`src/hw/rtl/lsps_pkg.sv`:
```
// Shared types and constants for the line sensor steering block.
`timescale 1ns / 1ps

package lsps_pkg;

    localparam int SAMPLE_W      = 12;
    localparam int SAMPLE_FIELDS = 8;
    localparam int PAT_W         = 8;
    localparam int SPEED_W       = 11;
    localparam int GAIN_W        = 8;
    localparam int SETP_W        = 4;
    localparam int CONF_W        = 4;
    localparam int MODE_W        = 3;
    localparam int CFG_IDX_W     = 3;
    localparam int CFG_DATA_W    = 11;

    // sum of 2*i over at most sixteen channels stays below 256
    localparam int SUM_W  = 8;
    localparam int CNT_W  = 5;
    localparam int ITER_W = $clog2(SUM_W);
    localparam int CORR_W = GAIN_W + SUM_W + 2;

    localparam int Q_DEPTH = 4;
    localparam int Q_PTR_W = $clog2(Q_DEPTH);

    localparam int THR_RESET = 2048;

    localparam logic [GAIN_W-1:0]  GAIN_RESET       = GAIN_W'(30);
    localparam logic [SETP_W-1:0]  SETPOINT_RESET   = SETP_W'(7);
    localparam logic [SPEED_W-1:0] BASE_SPEED_RESET = SPEED_W'(1000);
    localparam logic [SPEED_W-1:0] SPEED_LO_RESET   = SPEED_W'(400);
    localparam logic [SPEED_W-1:0] SPEED_HI_RESET   = SPEED_W'(1200);
    localparam logic [CONF_W-1:0]  CONFIRM_RESET    = CONF_W'(2);
    localparam logic [SPEED_W-1:0] TURN_FAST_RESET  = SPEED_W'(1200);
    localparam logic [SPEED_W-1:0] TURN_SLOW_RESET  = SPEED_W'(800);

    typedef enum logic [MODE_W-1:0] {
        MODE_RUN        = 3'd0,
        MODE_CAL_SAMPLE = 3'd1,
        MODE_CAL_FINISH = 3'd2,
        MODE_LOAD_THR   = 3'd3,
        MODE_OBSERVE    = 3'd4
    } t_mode;

    typedef enum logic [CFG_IDX_W-1:0] {
        CFG_GAIN          = 3'd0,
        CFG_SETPOINT      = 3'd1,
        CFG_BASE_SPEED    = 3'd2,
        CFG_SPEED_LO      = 3'd3,
        CFG_SPEED_HI      = 3'd4,
        CFG_CONFIRM_COUNT = 3'd5,
        CFG_TURN_FAST     = 3'd6,
        CFG_TURN_SLOW     = 3'd7
    } t_cfg_idx;

    typedef enum logic [2:0] {
        OP_NONE,
        OP_PIVOT_LEFT,
        OP_PIVOT_RIGHT,
        OP_STEER,
        OP_STOP
    } t_op;

    typedef enum logic [2:0] {
        BS_IDLE,
        BS_DIV,
        BS_MUL,
        BS_CLAMP,
        BS_DONE
    } t_bstate;

    typedef struct packed {
        logic [GAIN_W-1:0]  gain;
        logic [SETP_W-1:0]  setpoint;
        logic [SPEED_W-1:0] base_speed;
        logic [SPEED_W-1:0] speed_lo;
        logic [SPEED_W-1:0] speed_hi;
        logic [CONF_W-1:0]  confirm_count;
        logic [SPEED_W-1:0] turn_fast;
        logic [SPEED_W-1:0] turn_slow;
    } t_cfg;

    // one classified request handed from front to back
    typedef struct packed {
        logic [PAT_W-1:0] pattern;
        t_op              op;
        logic [SUM_W-1:0] sum;
        logic [CNT_W-1:0] cnt;
    } t_cmd;

endpackage

```
`src/hw/rtl/lsps_front.sv`:
```
// Front end: threshold compare, pattern classification and calibration state.
`timescale 1ns / 1ps

module lsps_front #(
    parameter int CHANNELS   = 8,
    parameter int SAMPLE_MAX = 4095
) (
    input  logic                          i_clk,
    input  logic                          i_rst_n,
    input  logic                          i_push,
    input  logic [lsps_pkg::MODE_W-1:0]   i_mode,
    input  logic [lsps_pkg::SAMPLE_W-1:0] i_smp [CHANNELS],
    input  lsps_pkg::t_cfg                i_cfg,
    output lsps_pkg::t_cmd                o_cmd
);

    localparam int SMP_BITS = $clog2(SAMPLE_MAX + 1);
    localparam int TW = (SMP_BITS > lsps_pkg::SAMPLE_W) ? SMP_BITS : lsps_pkg::SAMPLE_W;
    localparam logic [TW-1:0]       SMAX     = TW'(SAMPLE_MAX);
    localparam logic [TW-1:0]       THR_INIT = TW'(lsps_pkg::THR_RESET);
    localparam logic [CHANNELS-1:0] ALL_ONES = {CHANNELS{1'b1}};
    localparam logic [CHANNELS-1:0] LOW_BIT  = CHANNELS'(1);
    localparam logic [CHANNELS-1:0] TOP_BIT  = LOW_BIT << (CHANNELS - 1);

    logic [TW-1:0] r_thr    [CHANNELS];
    logic [TW-1:0] n_thr    [CHANNELS];
    logic [TW-1:0] r_cal_hi [CHANNELS];
    logic [TW-1:0] n_cal_hi [CHANNELS];
    logic [TW-1:0] r_cal_lo [CHANNELS];
    logic [TW-1:0] n_cal_lo [CHANNELS];
    logic [CHANNELS-1:0]         r_prev, n_prev;
    logic [lsps_pkg::CONF_W-1:0] r_conf_left, n_conf_left;

    logic [TW-1:0]        smp_x [CHANNELS];
    logic signed [TW:0]   diff  [CHANNELS];
    logic signed [TW:0]   half  [CHANNELS];
    logic [CHANNELS-1:0]  pat;
    logic [CHANNELS-1:0]  lowest;
    logic                 run_valid;
    logic [lsps_pkg::SUM_W-1:0] sum;
    logic [lsps_pkg::CNT_W-1:0] cnt;
    logic [lsps_pkg::PAT_W-1:0] pat_out;
    lsps_pkg::t_op              op;
    lsps_pkg::t_mode            mode;

    always_comb begin
        for (int i = 0; i < CHANNELS; i++) begin
            smp_x[i] = TW'(i_smp[i]);
            pat[CHANNELS-1-i] = smp_x[i] > r_thr[i];
        end
    end

    // one contiguous run: adding the lowest set bit clears the whole run
    assign lowest    = pat & (~pat + LOW_BIT);
    assign run_valid = (pat != '0) && (pat != ALL_ONES) && (pat == r_prev) &&
                       ((pat & (pat + lowest)) == '0);

    always_comb begin
        sum = '0;
        cnt = '0;
        for (int i = 0; i < CHANNELS; i++) begin
            if (pat[i]) begin
                sum = sum + lsps_pkg::SUM_W'(2 * i);
                cnt = cnt + 1'b1;
            end
        end
    end

    // midpoint with the halving truncated toward zero
    always_comb begin
        for (int i = 0; i < CHANNELS; i++) begin
            diff[i] = $signed({1'b0, r_cal_hi[i]}) - $signed({1'b0, r_cal_lo[i]});
            half[i] = (diff[i] + $signed({{TW{1'b0}}, diff[i][TW]})) >>> 1;
        end
    end

    assign mode = lsps_pkg::t_mode'(i_mode);

    always_comb begin
        n_thr       = r_thr;
        n_cal_hi    = r_cal_hi;
        n_cal_lo    = r_cal_lo;
        n_prev      = r_prev;
        n_conf_left = r_conf_left;
        op          = lsps_pkg::OP_NONE;
        unique case (mode)
            lsps_pkg::MODE_RUN: begin
                if (run_valid) begin
                    if (r_conf_left == '0) begin
                        if (pat == LOW_BIT) begin
                            op = lsps_pkg::OP_PIVOT_LEFT;
                        end else if (pat == TOP_BIT) begin
                            op = lsps_pkg::OP_PIVOT_RIGHT;
                        end else begin
                            op = lsps_pkg::OP_STEER;
                        end
                        n_conf_left = i_cfg.confirm_count;
                    end else begin
                        n_conf_left = r_conf_left - 1'b1;
                    end
                end else begin
                    n_prev      = pat;
                    n_conf_left = i_cfg.confirm_count;
                end
            end
            lsps_pkg::MODE_CAL_SAMPLE: begin
                for (int i = 0; i < CHANNELS; i++) begin
                    if (smp_x[i] > r_cal_hi[i]) n_cal_hi[i] = smp_x[i];
                    if (smp_x[i] < r_cal_lo[i]) n_cal_lo[i] = smp_x[i];
                end
            end
            lsps_pkg::MODE_CAL_FINISH: begin
                for (int i = 0; i < CHANNELS; i++) begin
                    n_thr[i]    = r_cal_lo[i] + half[i][TW-1:0];
                    n_cal_hi[i] = '0;
                    n_cal_lo[i] = SMAX;
                end
                op = lsps_pkg::OP_STOP;
            end
            lsps_pkg::MODE_LOAD_THR: begin
                for (int i = 0; i < CHANNELS; i++) begin
                    n_thr[i] = (smp_x[i] > SMAX) ? SMAX : smp_x[i];
                end
            end
            default: begin
            end
        endcase
    end

    always_ff @(posedge i_clk) begin
        if (!i_rst_n) begin
            for (int i = 0; i < CHANNELS; i++) begin
                r_thr[i]    <= THR_INIT;
                r_cal_hi[i] <= '0;
                r_cal_lo[i] <= SMAX;
            end
            r_prev      <= '0;
            r_conf_left <= lsps_pkg::CONFIRM_RESET;
        end else if (i_push) begin
            r_thr       <= n_thr;
            r_cal_hi    <= n_cal_hi;
            r_cal_lo    <= n_cal_lo;
            r_prev      <= n_prev;
            r_conf_left <= n_conf_left;
        end
    end

    // reported pattern is the low byte; missing bits read as zero
    for (genvar b = 0; b < lsps_pkg::PAT_W; b++) begin : g_pat
        if (b < CHANNELS) begin : g_have
            assign pat_out[b] = pat[b];
        end else begin : g_none
            assign pat_out[b] = 1'b0;
        end
    end

    assign o_cmd.pattern = pat_out;
    assign o_cmd.op      = op;
    assign o_cmd.sum     = sum;
    assign o_cmd.cnt     = cnt;

endmodule

```
`src/hw/rtl/lsps_queue.sv`:
```
// Small request queue between the front end and the drive back end.
`timescale 1ns / 1ps

module lsps_queue (
    input  logic           i_clk,
    input  logic           i_rst_n,
    input  logic           i_push,
    input  lsps_pkg::t_cmd i_data,
    input  logic           i_pop,
    output lsps_pkg::t_cmd o_data,
    output logic           o_full,
    output logic           o_empty
);

    lsps_pkg::t_cmd                r_mem [lsps_pkg::Q_DEPTH];
    logic [lsps_pkg::Q_PTR_W-1:0]  r_wr_ptr;
    logic [lsps_pkg::Q_PTR_W-1:0]  r_rd_ptr;
    logic [lsps_pkg::Q_PTR_W:0]    r_count;

    assign o_full  = r_count == (lsps_pkg::Q_PTR_W + 1)'(lsps_pkg::Q_DEPTH);
    assign o_empty = r_count == '0;
    assign o_data  = r_mem[r_rd_ptr];

    always_ff @(posedge i_clk) begin
        if (i_push) begin
            r_mem[r_wr_ptr] <= i_data;
        end
    end

    always_ff @(posedge i_clk) begin
        if (!i_rst_n) begin
            r_wr_ptr <= '0;
            r_rd_ptr <= '0;
            r_count  <= '0;
        end else begin
            if (i_push) r_wr_ptr <= r_wr_ptr + 1'b1;
            if (i_pop)  r_rd_ptr <= r_rd_ptr + 1'b1;
            if (i_push && !i_pop) begin
                r_count <= r_count + 1'b1;
            end else if (!i_push && i_pop) begin
                r_count <= r_count - 1'b1;
            end
        end
    end

endmodule

```
`src/hw/rtl/lsps_back.sv`:
```
// Back end: centroid divide, gain multiply, clamp and drive value update.
`timescale 1ns / 1ps

module lsps_back (
    input  logic                          i_clk,
    input  logic                          i_rst_n,
    input  lsps_pkg::t_cfg                i_cfg,
    input  logic                          i_q_empty,
    input  lsps_pkg::t_cmd                i_q_data,
    output logic                          o_q_pop,
    input  logic                          i_out_stall,
    output logic                          o_out_valid,
    output logic [lsps_pkg::PAT_W-1:0]    o_line_pattern,
    output logic                          o_drive_update,
    output logic [lsps_pkg::SPEED_W-1:0]  o_right_reverse,
    output logic [lsps_pkg::SPEED_W-1:0]  o_right_forward,
    output logic [lsps_pkg::SPEED_W-1:0]  o_left_reverse,
    output logic [lsps_pkg::SPEED_W-1:0]  o_left_forward
);

    localparam int SUM_W   = lsps_pkg::SUM_W;
    localparam int CNT_W   = lsps_pkg::CNT_W;
    localparam int CORR_W  = lsps_pkg::CORR_W;
    localparam int SPEED_W = lsps_pkg::SPEED_W;
    localparam int XW      = CORR_W + 1;

    lsps_pkg::t_bstate r_state, n_state;
    lsps_pkg::t_cmd    r_cmd;

    logic [CNT_W-1:0]            r_rem;
    logic [SUM_W-1:0]            r_dvd;
    logic [SUM_W-1:0]            r_quo;
    logic [lsps_pkg::ITER_W-1:0] r_iter;
    logic signed [CORR_W-1:0]    r_corr;
    logic [SPEED_W-1:0]          r_steer_rf, r_steer_lf;
    logic [SPEED_W-1:0]          r_rr, r_rf, r_lr, r_lf;
    logic                        r_out_valid;
    logic [lsps_pkg::PAT_W-1:0]  r_out_pat;
    logic                        r_out_upd;

    logic                        out_free;
    logic                        load_out;
    logic                        div_last;
    logic [CNT_W:0]              rem_sh;
    logic                        rem_ge;
    logic signed [SUM_W:0]       err;
    logic signed [CORR_W-1:0]    prod;
    logic signed [XW-1:0]        base_x, corr_x, rf_x, lf_x;

    function automatic logic [SPEED_W-1:0] clamp_speed(
        input logic signed [XW-1:0] x,
        input logic [SPEED_W-1:0]   lo,
        input logic [SPEED_W-1:0]   hi
    );
        logic [SPEED_W-1:0] res;
        if (x < $signed({{(XW - SPEED_W){1'b0}}, lo})) begin
            res = lo;
        end else if (x > $signed({{(XW - SPEED_W){1'b0}}, hi})) begin
            res = hi;
        end else begin
            res = x[SPEED_W-1:0];
        end
        return res;
    endfunction

    assign out_free = !r_out_valid || !i_out_stall;
    assign div_last = r_iter == lsps_pkg::ITER_W'(SUM_W - 1);

    always_comb begin
        n_state = r_state;
        unique case (r_state)
            lsps_pkg::BS_IDLE: begin
                if (!i_q_empty) begin
                    n_state = (i_q_data.op == lsps_pkg::OP_STEER) ? lsps_pkg::BS_DIV
                                                                  : lsps_pkg::BS_DONE;
                end
            end
            lsps_pkg::BS_DIV:   if (div_last) n_state = lsps_pkg::BS_MUL;
            lsps_pkg::BS_MUL:   n_state = lsps_pkg::BS_CLAMP;
            lsps_pkg::BS_CLAMP: n_state = lsps_pkg::BS_DONE;
            lsps_pkg::BS_DONE:  if (out_free) n_state = lsps_pkg::BS_IDLE;
            default:            n_state = lsps_pkg::BS_IDLE;
        endcase
    end

    always_comb begin
        o_q_pop  = 1'b0;
        load_out = 1'b0;
        unique case (r_state)
            lsps_pkg::BS_IDLE: o_q_pop  = !i_q_empty;
            lsps_pkg::BS_DONE: load_out = out_free;
            default: begin
            end
        endcase
    end

    // restoring divide, one quotient bit a cycle
    assign rem_sh = {r_rem, r_dvd[SUM_W-1]};
    assign rem_ge = rem_sh >= {1'b0, r_cmd.cnt};

    assign err  = $signed({1'b0, r_quo}) -
                  $signed({{(SUM_W + 1 - lsps_pkg::SETP_W){1'b0}}, i_cfg.setpoint});
    assign prod = $signed({1'b0, i_cfg.gain}) * err;

    assign base_x = $signed({{(XW - SPEED_W){1'b0}}, i_cfg.base_speed});
    assign corr_x = XW'(r_corr);
    assign rf_x   = base_x - corr_x;
    assign lf_x   = base_x + corr_x;

    always_ff @(posedge i_clk) begin
        if (!i_rst_n) begin
            r_state <= lsps_pkg::BS_IDLE;
        end else begin
            r_state <= n_state;
        end
    end

    always_ff @(posedge i_clk) begin
        if (o_q_pop) begin
            r_cmd  <= i_q_data;
            r_dvd  <= i_q_data.sum;
            r_rem  <= '0;
            r_quo  <= '0;
            r_iter <= '0;
        end
        if (r_state == lsps_pkg::BS_DIV) begin
            r_rem  <= rem_ge ? CNT_W'(rem_sh - {1'b0, r_cmd.cnt}) : rem_sh[CNT_W-1:0];
            r_quo  <= {r_quo[SUM_W-2:0], rem_ge};
            r_dvd  <= r_dvd << 1;
            r_iter <= r_iter + 1'b1;
        end
        if (r_state == lsps_pkg::BS_MUL) begin
            r_corr <= prod;
        end
        if (r_state == lsps_pkg::BS_CLAMP) begin
            r_steer_rf <= clamp_speed(rf_x, i_cfg.speed_lo, i_cfg.speed_hi);
            r_steer_lf <= clamp_speed(lf_x, i_cfg.speed_lo, i_cfg.speed_hi);
        end
        if (load_out) begin
            r_out_pat <= r_cmd.pattern;
            r_out_upd <= r_cmd.op != lsps_pkg::OP_NONE;
        end
    end

    // drive values only move when a result is loaded, so they feed the ports directly
    always_ff @(posedge i_clk) begin
        if (!i_rst_n) begin
            r_out_valid <= 1'b0;
            r_rr        <= '0;
            r_rf        <= '0;
            r_lr        <= '0;
            r_lf        <= '0;
        end else if (load_out) begin
            r_out_valid <= 1'b1;
            case (r_cmd.op)
                lsps_pkg::OP_PIVOT_LEFT: begin
                    r_rr <= '0;
                    r_rf <= i_cfg.turn_fast;
                    r_lr <= i_cfg.turn_slow;
                    r_lf <= '0;
                end
                lsps_pkg::OP_PIVOT_RIGHT: begin
                    r_rr <= i_cfg.turn_slow;
                    r_rf <= '0;
                    r_lr <= '0;
                    r_lf <= i_cfg.turn_fast;
                end
                lsps_pkg::OP_STEER: begin
                    r_rr <= '0;
                    r_rf <= r_steer_rf;
                    r_lr <= '0;
                    r_lf <= r_steer_lf;
                end
                lsps_pkg::OP_STOP: begin
                    r_rr <= '0;
                    r_rf <= '0;
                    r_lr <= '0;
                    r_lf <= '0;
                end
                default: begin
                end
            endcase
        end else if (r_out_valid && !i_out_stall) begin
            r_out_valid <= 1'b0;
        end
    end

    assign o_out_valid     = r_out_valid;
    assign o_line_pattern  = r_out_pat;
    assign o_drive_update  = r_out_upd;
    assign o_right_reverse = r_rr;
    assign o_right_forward = r_rf;
    assign o_left_reverse  = r_lr;
    assign o_left_forward  = r_lf;

endmodule

```
`src/hw/rtl/line_sensor_p_steering.sv`:
```
// Line sensor steering top level: config registers, front end, queue, back end.
// Flow: the queue holds each item; the back end pops it in idle, a steering item
// then runs a restoring divide, multiply and clamp, and done loads the result.
// Throughput: inputs enter at 1 per cycle until the 4-entry queue fills; the
// back end takes one item at a time and holds a result while the output stalls.
// Reset: synchronous, active low; queue entries and datapath regs are not cleared.
`timescale 1ns / 1ps

module line_sensor_p_steering #(
    parameter int CHANNELS   = 8,
    parameter int SAMPLE_MAX = 4095
) (
    input  logic                             i_clk,
    input  logic                             i_rst_n,
    input  logic                             i_in_valid,
    output logic                             o_in_stall,
    input  logic [lsps_pkg::MODE_W-1:0]      i_mode,
    input  logic [lsps_pkg::SAMPLE_W-1:0]    i_sample_0,
    input  logic [lsps_pkg::SAMPLE_W-1:0]    i_sample_1,
    input  logic [lsps_pkg::SAMPLE_W-1:0]    i_sample_2,
    input  logic [lsps_pkg::SAMPLE_W-1:0]    i_sample_3,
    input  logic [lsps_pkg::SAMPLE_W-1:0]    i_sample_4,
    input  logic [lsps_pkg::SAMPLE_W-1:0]    i_sample_5,
    input  logic [lsps_pkg::SAMPLE_W-1:0]    i_sample_6,
    input  logic [lsps_pkg::SAMPLE_W-1:0]    i_sample_7,
    output logic                             o_out_valid,
    input  logic                             i_out_stall,
    output logic [lsps_pkg::PAT_W-1:0]       o_line_pattern,
    output logic                             o_drive_update,
    output logic [lsps_pkg::SPEED_W-1:0]     o_right_reverse,
    output logic [lsps_pkg::SPEED_W-1:0]     o_right_forward,
    output logic [lsps_pkg::SPEED_W-1:0]     o_left_reverse,
    output logic [lsps_pkg::SPEED_W-1:0]     o_left_forward,
    input  logic                             i_cfg_valid,
    output logic                             o_cfg_ready,
    input  logic [lsps_pkg::CFG_IDX_W-1:0]   i_cfg_index,
    input  logic [lsps_pkg::CFG_DATA_W-1:0]  i_cfg_data
);

    lsps_pkg::t_cfg r_cfg;
    lsps_pkg::t_cmd front_cmd;
    lsps_pkg::t_cmd q_data;
    logic           q_full;
    logic           q_empty;
    logic           q_pop;
    logic           push;

    logic [lsps_pkg::SAMPLE_W-1:0] fields [lsps_pkg::SAMPLE_FIELDS];
    logic [lsps_pkg::SAMPLE_W-1:0] smp    [CHANNELS];

    assign fields = '{i_sample_0, i_sample_1, i_sample_2, i_sample_3,
                      i_sample_4, i_sample_5, i_sample_6, i_sample_7};

    // channels beyond the sample fields read as zero
    for (genvar i = 0; i < CHANNELS; i++) begin : g_smp
        if (i < lsps_pkg::SAMPLE_FIELDS) begin : g_field
            assign smp[i] = fields[i];
        end else begin : g_zero
            assign smp[i] = '0;
        end
    end

    assign o_cfg_ready = 1'b1;

    always_ff @(posedge i_clk) begin
        if (!i_rst_n) begin
            r_cfg.gain          <= lsps_pkg::GAIN_RESET;
            r_cfg.setpoint      <= lsps_pkg::SETPOINT_RESET;
            r_cfg.base_speed    <= lsps_pkg::BASE_SPEED_RESET;
            r_cfg.speed_lo      <= lsps_pkg::SPEED_LO_RESET;
            r_cfg.speed_hi      <= lsps_pkg::SPEED_HI_RESET;
            r_cfg.confirm_count <= lsps_pkg::CONFIRM_RESET;
            r_cfg.turn_fast     <= lsps_pkg::TURN_FAST_RESET;
            r_cfg.turn_slow     <= lsps_pkg::TURN_SLOW_RESET;
        end else if (i_cfg_valid && o_cfg_ready) begin
            unique case (lsps_pkg::t_cfg_idx'(i_cfg_index))
                lsps_pkg::CFG_GAIN:
                    r_cfg.gain <= i_cfg_data[lsps_pkg::GAIN_W-1:0];
                lsps_pkg::CFG_SETPOINT:
                    r_cfg.setpoint <= i_cfg_data[lsps_pkg::SETP_W-1:0];
                lsps_pkg::CFG_BASE_SPEED:
                    r_cfg.base_speed <= i_cfg_data[lsps_pkg::SPEED_W-1:0];
                lsps_pkg::CFG_SPEED_LO:
                    r_cfg.speed_lo <= i_cfg_data[lsps_pkg::SPEED_W-1:0];
                lsps_pkg::CFG_SPEED_HI:
                    r_cfg.speed_hi <= i_cfg_data[lsps_pkg::SPEED_W-1:0];
                lsps_pkg::CFG_CONFIRM_COUNT:
                    r_cfg.confirm_count <= i_cfg_data[lsps_pkg::CONF_W-1:0];
                lsps_pkg::CFG_TURN_FAST:
                    r_cfg.turn_fast <= i_cfg_data[lsps_pkg::SPEED_W-1:0];
                lsps_pkg::CFG_TURN_SLOW:
                    r_cfg.turn_slow <= i_cfg_data[lsps_pkg::SPEED_W-1:0];
                default: begin
                end
            endcase
        end
    end

    assign o_in_stall = q_full;
    assign push       = i_in_valid && !q_full;

    lsps_front #(
        .CHANNELS   (CHANNELS),
        .SAMPLE_MAX (SAMPLE_MAX)
    ) u_front (
        .i_clk   (i_clk),
        .i_rst_n (i_rst_n),
        .i_push  (push),
        .i_mode  (i_mode),
        .i_smp   (smp),
        .i_cfg   (r_cfg),
        .o_cmd   (front_cmd)
    );

    lsps_queue u_queue (
        .i_clk   (i_clk),
        .i_rst_n (i_rst_n),
        .i_push  (push),
        .i_data  (front_cmd),
        .i_pop   (q_pop),
        .o_data  (q_data),
        .o_full  (q_full),
        .o_empty (q_empty)
    );

    lsps_back u_back (
        .i_clk           (i_clk),
        .i_rst_n         (i_rst_n),
        .i_cfg           (r_cfg),
        .i_q_empty       (q_empty),
        .i_q_data        (q_data),
        .o_q_pop         (q_pop),
        .i_out_stall     (i_out_stall),
        .o_out_valid     (o_out_valid),
        .o_line_pattern  (o_line_pattern),
        .o_drive_update  (o_drive_update),
        .o_right_reverse (o_right_reverse),
        .o_right_forward (o_right_forward),
        .o_left_reverse  (o_left_reverse),
        .o_left_forward  (o_left_forward)
    );

endmodule

```
`config.mk`:
```
export PLATFORM = sky130hd
export DESIGN_NAME = line_sensor_p_steering
export DESIGN_NICKNAME = d
export VERILOG_FILES = /design/src/hw/rtl/lsps_pkg.sv /design/src/hw/rtl/lsps_front.sv /design/src/hw/rtl/lsps_queue.sv /design/src/hw/rtl/lsps_back.sv /design/src/hw/rtl/line_sensor_p_steering.sv
export SDC_FILE = /design/constraint.sdc
export NUM_CORES = 2
export LEC_CHECK = 0
export ABC_AREA = 0
export BUFFER_PORTS_ARGS = -buffer_cell sky130_fd_sc_hd__buf_2
export CAP_MARGIN = 0
export CORE_MARGIN = 2
export CORE_UTILIZATION = 55
export DETAILED_ROUTE_END_ITERATION = 7
export GPL_ROUTABILITY_DRIVEN = 0
export PLACE_DENSITY = 0.8
export SLEW_MARGIN = 10
export SYNTH_ARGS = -nofsm -noshare
export SYNTH_HDL_FRONTEND = slang
export SYNTH_SLANG_ARGS = --single-unit
```
`constraint.sdc`:
```
create_clock -name i_clk -period 13.05 [get_ports i_clk]
set_clock_uncertainty 0.05 [all_clocks]
set_input_delay 1.305 -clock i_clk [delete_from_list [all_inputs] [get_ports i_clk]]
set_output_delay 1.305 -clock i_clk [all_outputs]
set_load 0.05 [all_outputs]
```
==> metrics.txt <==
slowest stage delay, CP 700 ps; final hold violations 0; first-pass GRT wire length a little under 200000 µm; TritonCTS clock tree built; IO Count around 170; area delta synth->final 9.21%; Core Rows 106; status finished clean; DR WL/cell roughly 18 µm; actual slew at the worst max-slew pin 1190 ps; Final Setup Violations 0; Hold Buf Count CTS 0; syn_area_per_cell 8.68 µm²; worst path bufs/invs 4; CP endpoint kind flop; async set-reset flop share out of synthesis 0%; minimum clock period 7090 ps; Synth Instances 5327; r2r endpoint u_back.r_corr[15]$_DFFE_PN_; EDFF count, synth 180; Hold Crit Class reg2reg; share of layout cells above drive strength 1 7.80%; Initial DRT Pass Iterations 6; Die ar. between 80000 and 90000 µm²; largest net degree at the start of global routing 117; critical path class in2reg; clk sinks just over 600; hold depth 0; port buffer count between 150 and 200; Post-Layout Cell Count 6552; GRT Total Usage roughly 27%; crit path DAT ~7400 ps; detailed-route via count 38500; core area 83400 µm²; Die W 294 µm; initial antenna violation count 17; Post-Route WL 118000 µm; register bit total from synthesis around 600; GR Util met1 between 30% and 40%; critical path fanouts, max 12; fmax 141 MHz; setup bufs post-CTS 0; max cap viols 0; Ys Warns 0; dpl ws 5400 ps; worst reg2reg setup slack roughly 6100 ps; final antenna-violating net count 0; GRT met2 Usage between 40% and 50%; Post-Syn Area between 40000 and 50000 µm²; post-DR vias/cell ~5.9; Tcrit/Tclk final 54.4%; initial drt markers 2841; power per cell area 192 nW/µm²; Most Crowded Layer GR met2; drt drc 0; worst reg2reg path startpoint u_back.r_quo[0]$_SDFFCE_PN0P_; worst hold endpoint u_back.o_line_pattern[5]$_DFFE_PP_; HPWL Detailed 85900 µm; unrepaired setup endpoints after global routing no; crit-path leading delay family adder cells; Stages on worst setup path 27; number of library cell types mapped by synthesis 95; worst hold slack 357 ps; worst relative slew slack 20.1%; CTS resizes 0; worst reg-to-reg path cell count 28; post-synthesis sequential area ratio 30.2%; Layout Nets 6212; latest clock arrival within the worst-skew pair 640 ps; Setup TNS Final 0 ps; initial core utilization 55.4%; CP max stage cell nor2_1; Worst path most repeated cell ha_1; vias in the first global route roughly 38000; Lkg Pwr 23.0 nW; deepest clock path buffer count 3; Die H 294 µm; post-route setup slack 5960 ps; Synth Flop Type dfxtp_1; worst hold start u_back.r_cmd[21]$_DFFE_PP_; clk slew on worst S/H paths 60 ps; CTS buffer count 71; Placed Cells 6412; gr ovfl total 0; met3 Use GR 3.83%; max-slew violations 0; Worst setup SP type input port; Critical Path RT 13350 ps; H-tree depth 3; clock root cell clkbuf_16; Peak supply drop 0.476 mV
==> per-layer routing <==
| metal | part of all wire (%) | wire length, µm | vias to the layer above |
|---|---|---|---|
| met5 | 0.069 | 81 | - |
| li1 | - | - | 18800 |
| met4 | 3.8 | 4420 | 12 |
| met1 | 44 | 51300 | 18300 |
| met2 | 47 | 54800 | 1121 |
| met3 | 6.0 | 7030 | 286 |
==> flip-flops by register name, indices dropped and copies added (netlist names), 4 cells and up, named ones only <==
name	flops
u_back.o_right_reverse	11
u_back.r_corr	18
u_back.r_dvd	7
u_front.r_thr	96
u_back.r_steer_lf	11
u_back.r_quo	8
u_back.o_left_reverse	11
u_queue.r_mem	92
u_back.r_rem	5
u_front.r_prev	8
u_front.r_cal_lo	96
r_cfg	71
u_front.r_conf_left	4
u_back.o_left_forward	11
u_front.r_cal_hi	96
u_back.r_cmd	16
u_back.o_right_forward	11
u_back.o_line_pattern	8
u_back.r_steer_rf	11
==> cells in the final DEF, fill, tap and decap left out, types with 64 or more instances in the layout <==
cell type | netlist | final
xnor2_1 | 213 | 213
fa_1 | 64 | 64
inv_1 | 559 | 559
nand3_1 | 147 | 147
o31ai_1 | 64 | 64
nor2_1 | 273 | 273
buf_2 | 6 | 171
nor3_1 | 78 | 77
ha_1 | 625 | 625
xor2_1 | 81 | 81
nand2_1 | 522 | 519
a21oi_1 | 275 | 274
nor2b_1 | 132 | 132
o21ai_0 | 253 | 252
dfxtp_1 | 428 | 428
edfxtp_1 | 180 | 180
and2_1 | 122 | 120
clkbuf_16 | 0 | 74
a21o_1 | 108 | 108
and3_1 | 116 | 116
a21boi_0 | 130 | 130
==> how the worst max path moves through the flow <==
stage / startpoint / to / slack (ps)
floorplan: i_sample_7[3] / u_queue.r_mem[0][4]$_DFFE_PP_ / 6230
global placement: i_sample_7[7] / u_queue.r_mem[0][4]$_DFFE_PP_ / 5670
detailed placement: i_sample_7[11] / u_queue.r_mem[3][4]$_DFFE_PP_ / 5400
CTS: i_sample_7[11] / u_queue.r_mem[0][4]$_DFFE_PP_ / 6010
global route: u_back.r_quo[0]$_SDFFCE_PN0P_ / u_back.r_corr[16]$_DFFE_PN_ / 5600
finish: i_sample_7[11] / u_queue.r_mem[0][4]$_DFFE_PP_ / 5960
==> worst register-to-register path: cells and delay by family (launching register included) <==
family | cells | cell delay [ps]
adders and majority gates | 8 | 3470
AOI/OAI and AO/OA | 7 | 1090
and+or+nand+nor | 7 | 890
xor gates and xnor gates | 2 | 670
DFF | 1 | 320
buffers and inverters | 4 | 200
==> cell type report <==
| type | instances | area (µm²) |
|---|---|---|
| multi-input cells | 3944 | 29400 |
| clock buffers | 97 | 2050 |
| well taps | 1080 | 1350 |
| flip-flops and latches | 608 | 14000 |
| repair buffers | 216 | 1200 |
| clock inverters | 31 | 379 |
| diodes | 12 | 30.0 |
| fillers | 7041 | 32900 |
| inverters | 564 | 2120 |
==> kinds of logic (layout without fill, tap and decap cells) <==
| logic type | Yosys count | count (layout) | share of synthesized area, % |
|---|---|---|---|
| simple gates | 1669 | 1669 | 18.0 |
| compound gates | 1200 | 1200 | 17.4 |
| buf+inv | 778 | 908 | 6.37 |
| fa+ha+maj | 689 | 689 | 19.7 |
| flops | 608 | 608 | 30.2 |
| xor+xnor | 303 | 303 | 6.02 |
| mux | 78 | 78 | 2.32 |
| other cells | 2 | 17 | 0.0162 |
==> through the flow <==
step           total power (W)  area [µm²]  utilization (%)
3_5_place_dp           0.00759       48100             57.6
2_1_floorplan          0.00649       46300                -
5_1_grt                 0.0105       50500             60.5
3_3_place_gp           0.00735       48100             57.6
6_report               0.00968       50500             60.5
4_1_cts                0.00971       50500             60.5
==> power breakdown <==
part	total, W	switching, W	internal, W
Sequential	0.00259	0.000134	0.00246
Clock	0.00207	0.000838	0.00123
Combinational	0.00503	0.00292	0.00210
Total	0.00968	0.00389	0.00579
==> cell usage after synthesis, types with 108 or more instances <==
| master | count | area (µm²) |
|---|---|---|
| clkbuf_1 | 192 | 721 |
| a21boi_0 | 130 | 976 |
| dfxtp_1 | 428 | 8570 |
| nor2b_1 | 132 | 826 |
| nand2_1 | 522 | 1960 |
| ha_1 | 625 | 7820 |
| nor2_1 | 273 | 1020 |
| a21oi_1 | 275 | 1380 |
| and2_1 | 122 | 763 |
| inv_1 | 559 | 2100 |
| edfxtp_1 | 180 | 5410 |
| xnor2_1 | 213 | 1870 |
| and3_1 | 116 | 726 |
| nand3_1 | 147 | 736 |
| o21ai_0 | 253 | 1270 |
| a21o_1 | 108 | 811 |
No activity file was read; power rests on OpenSTA's default activity.
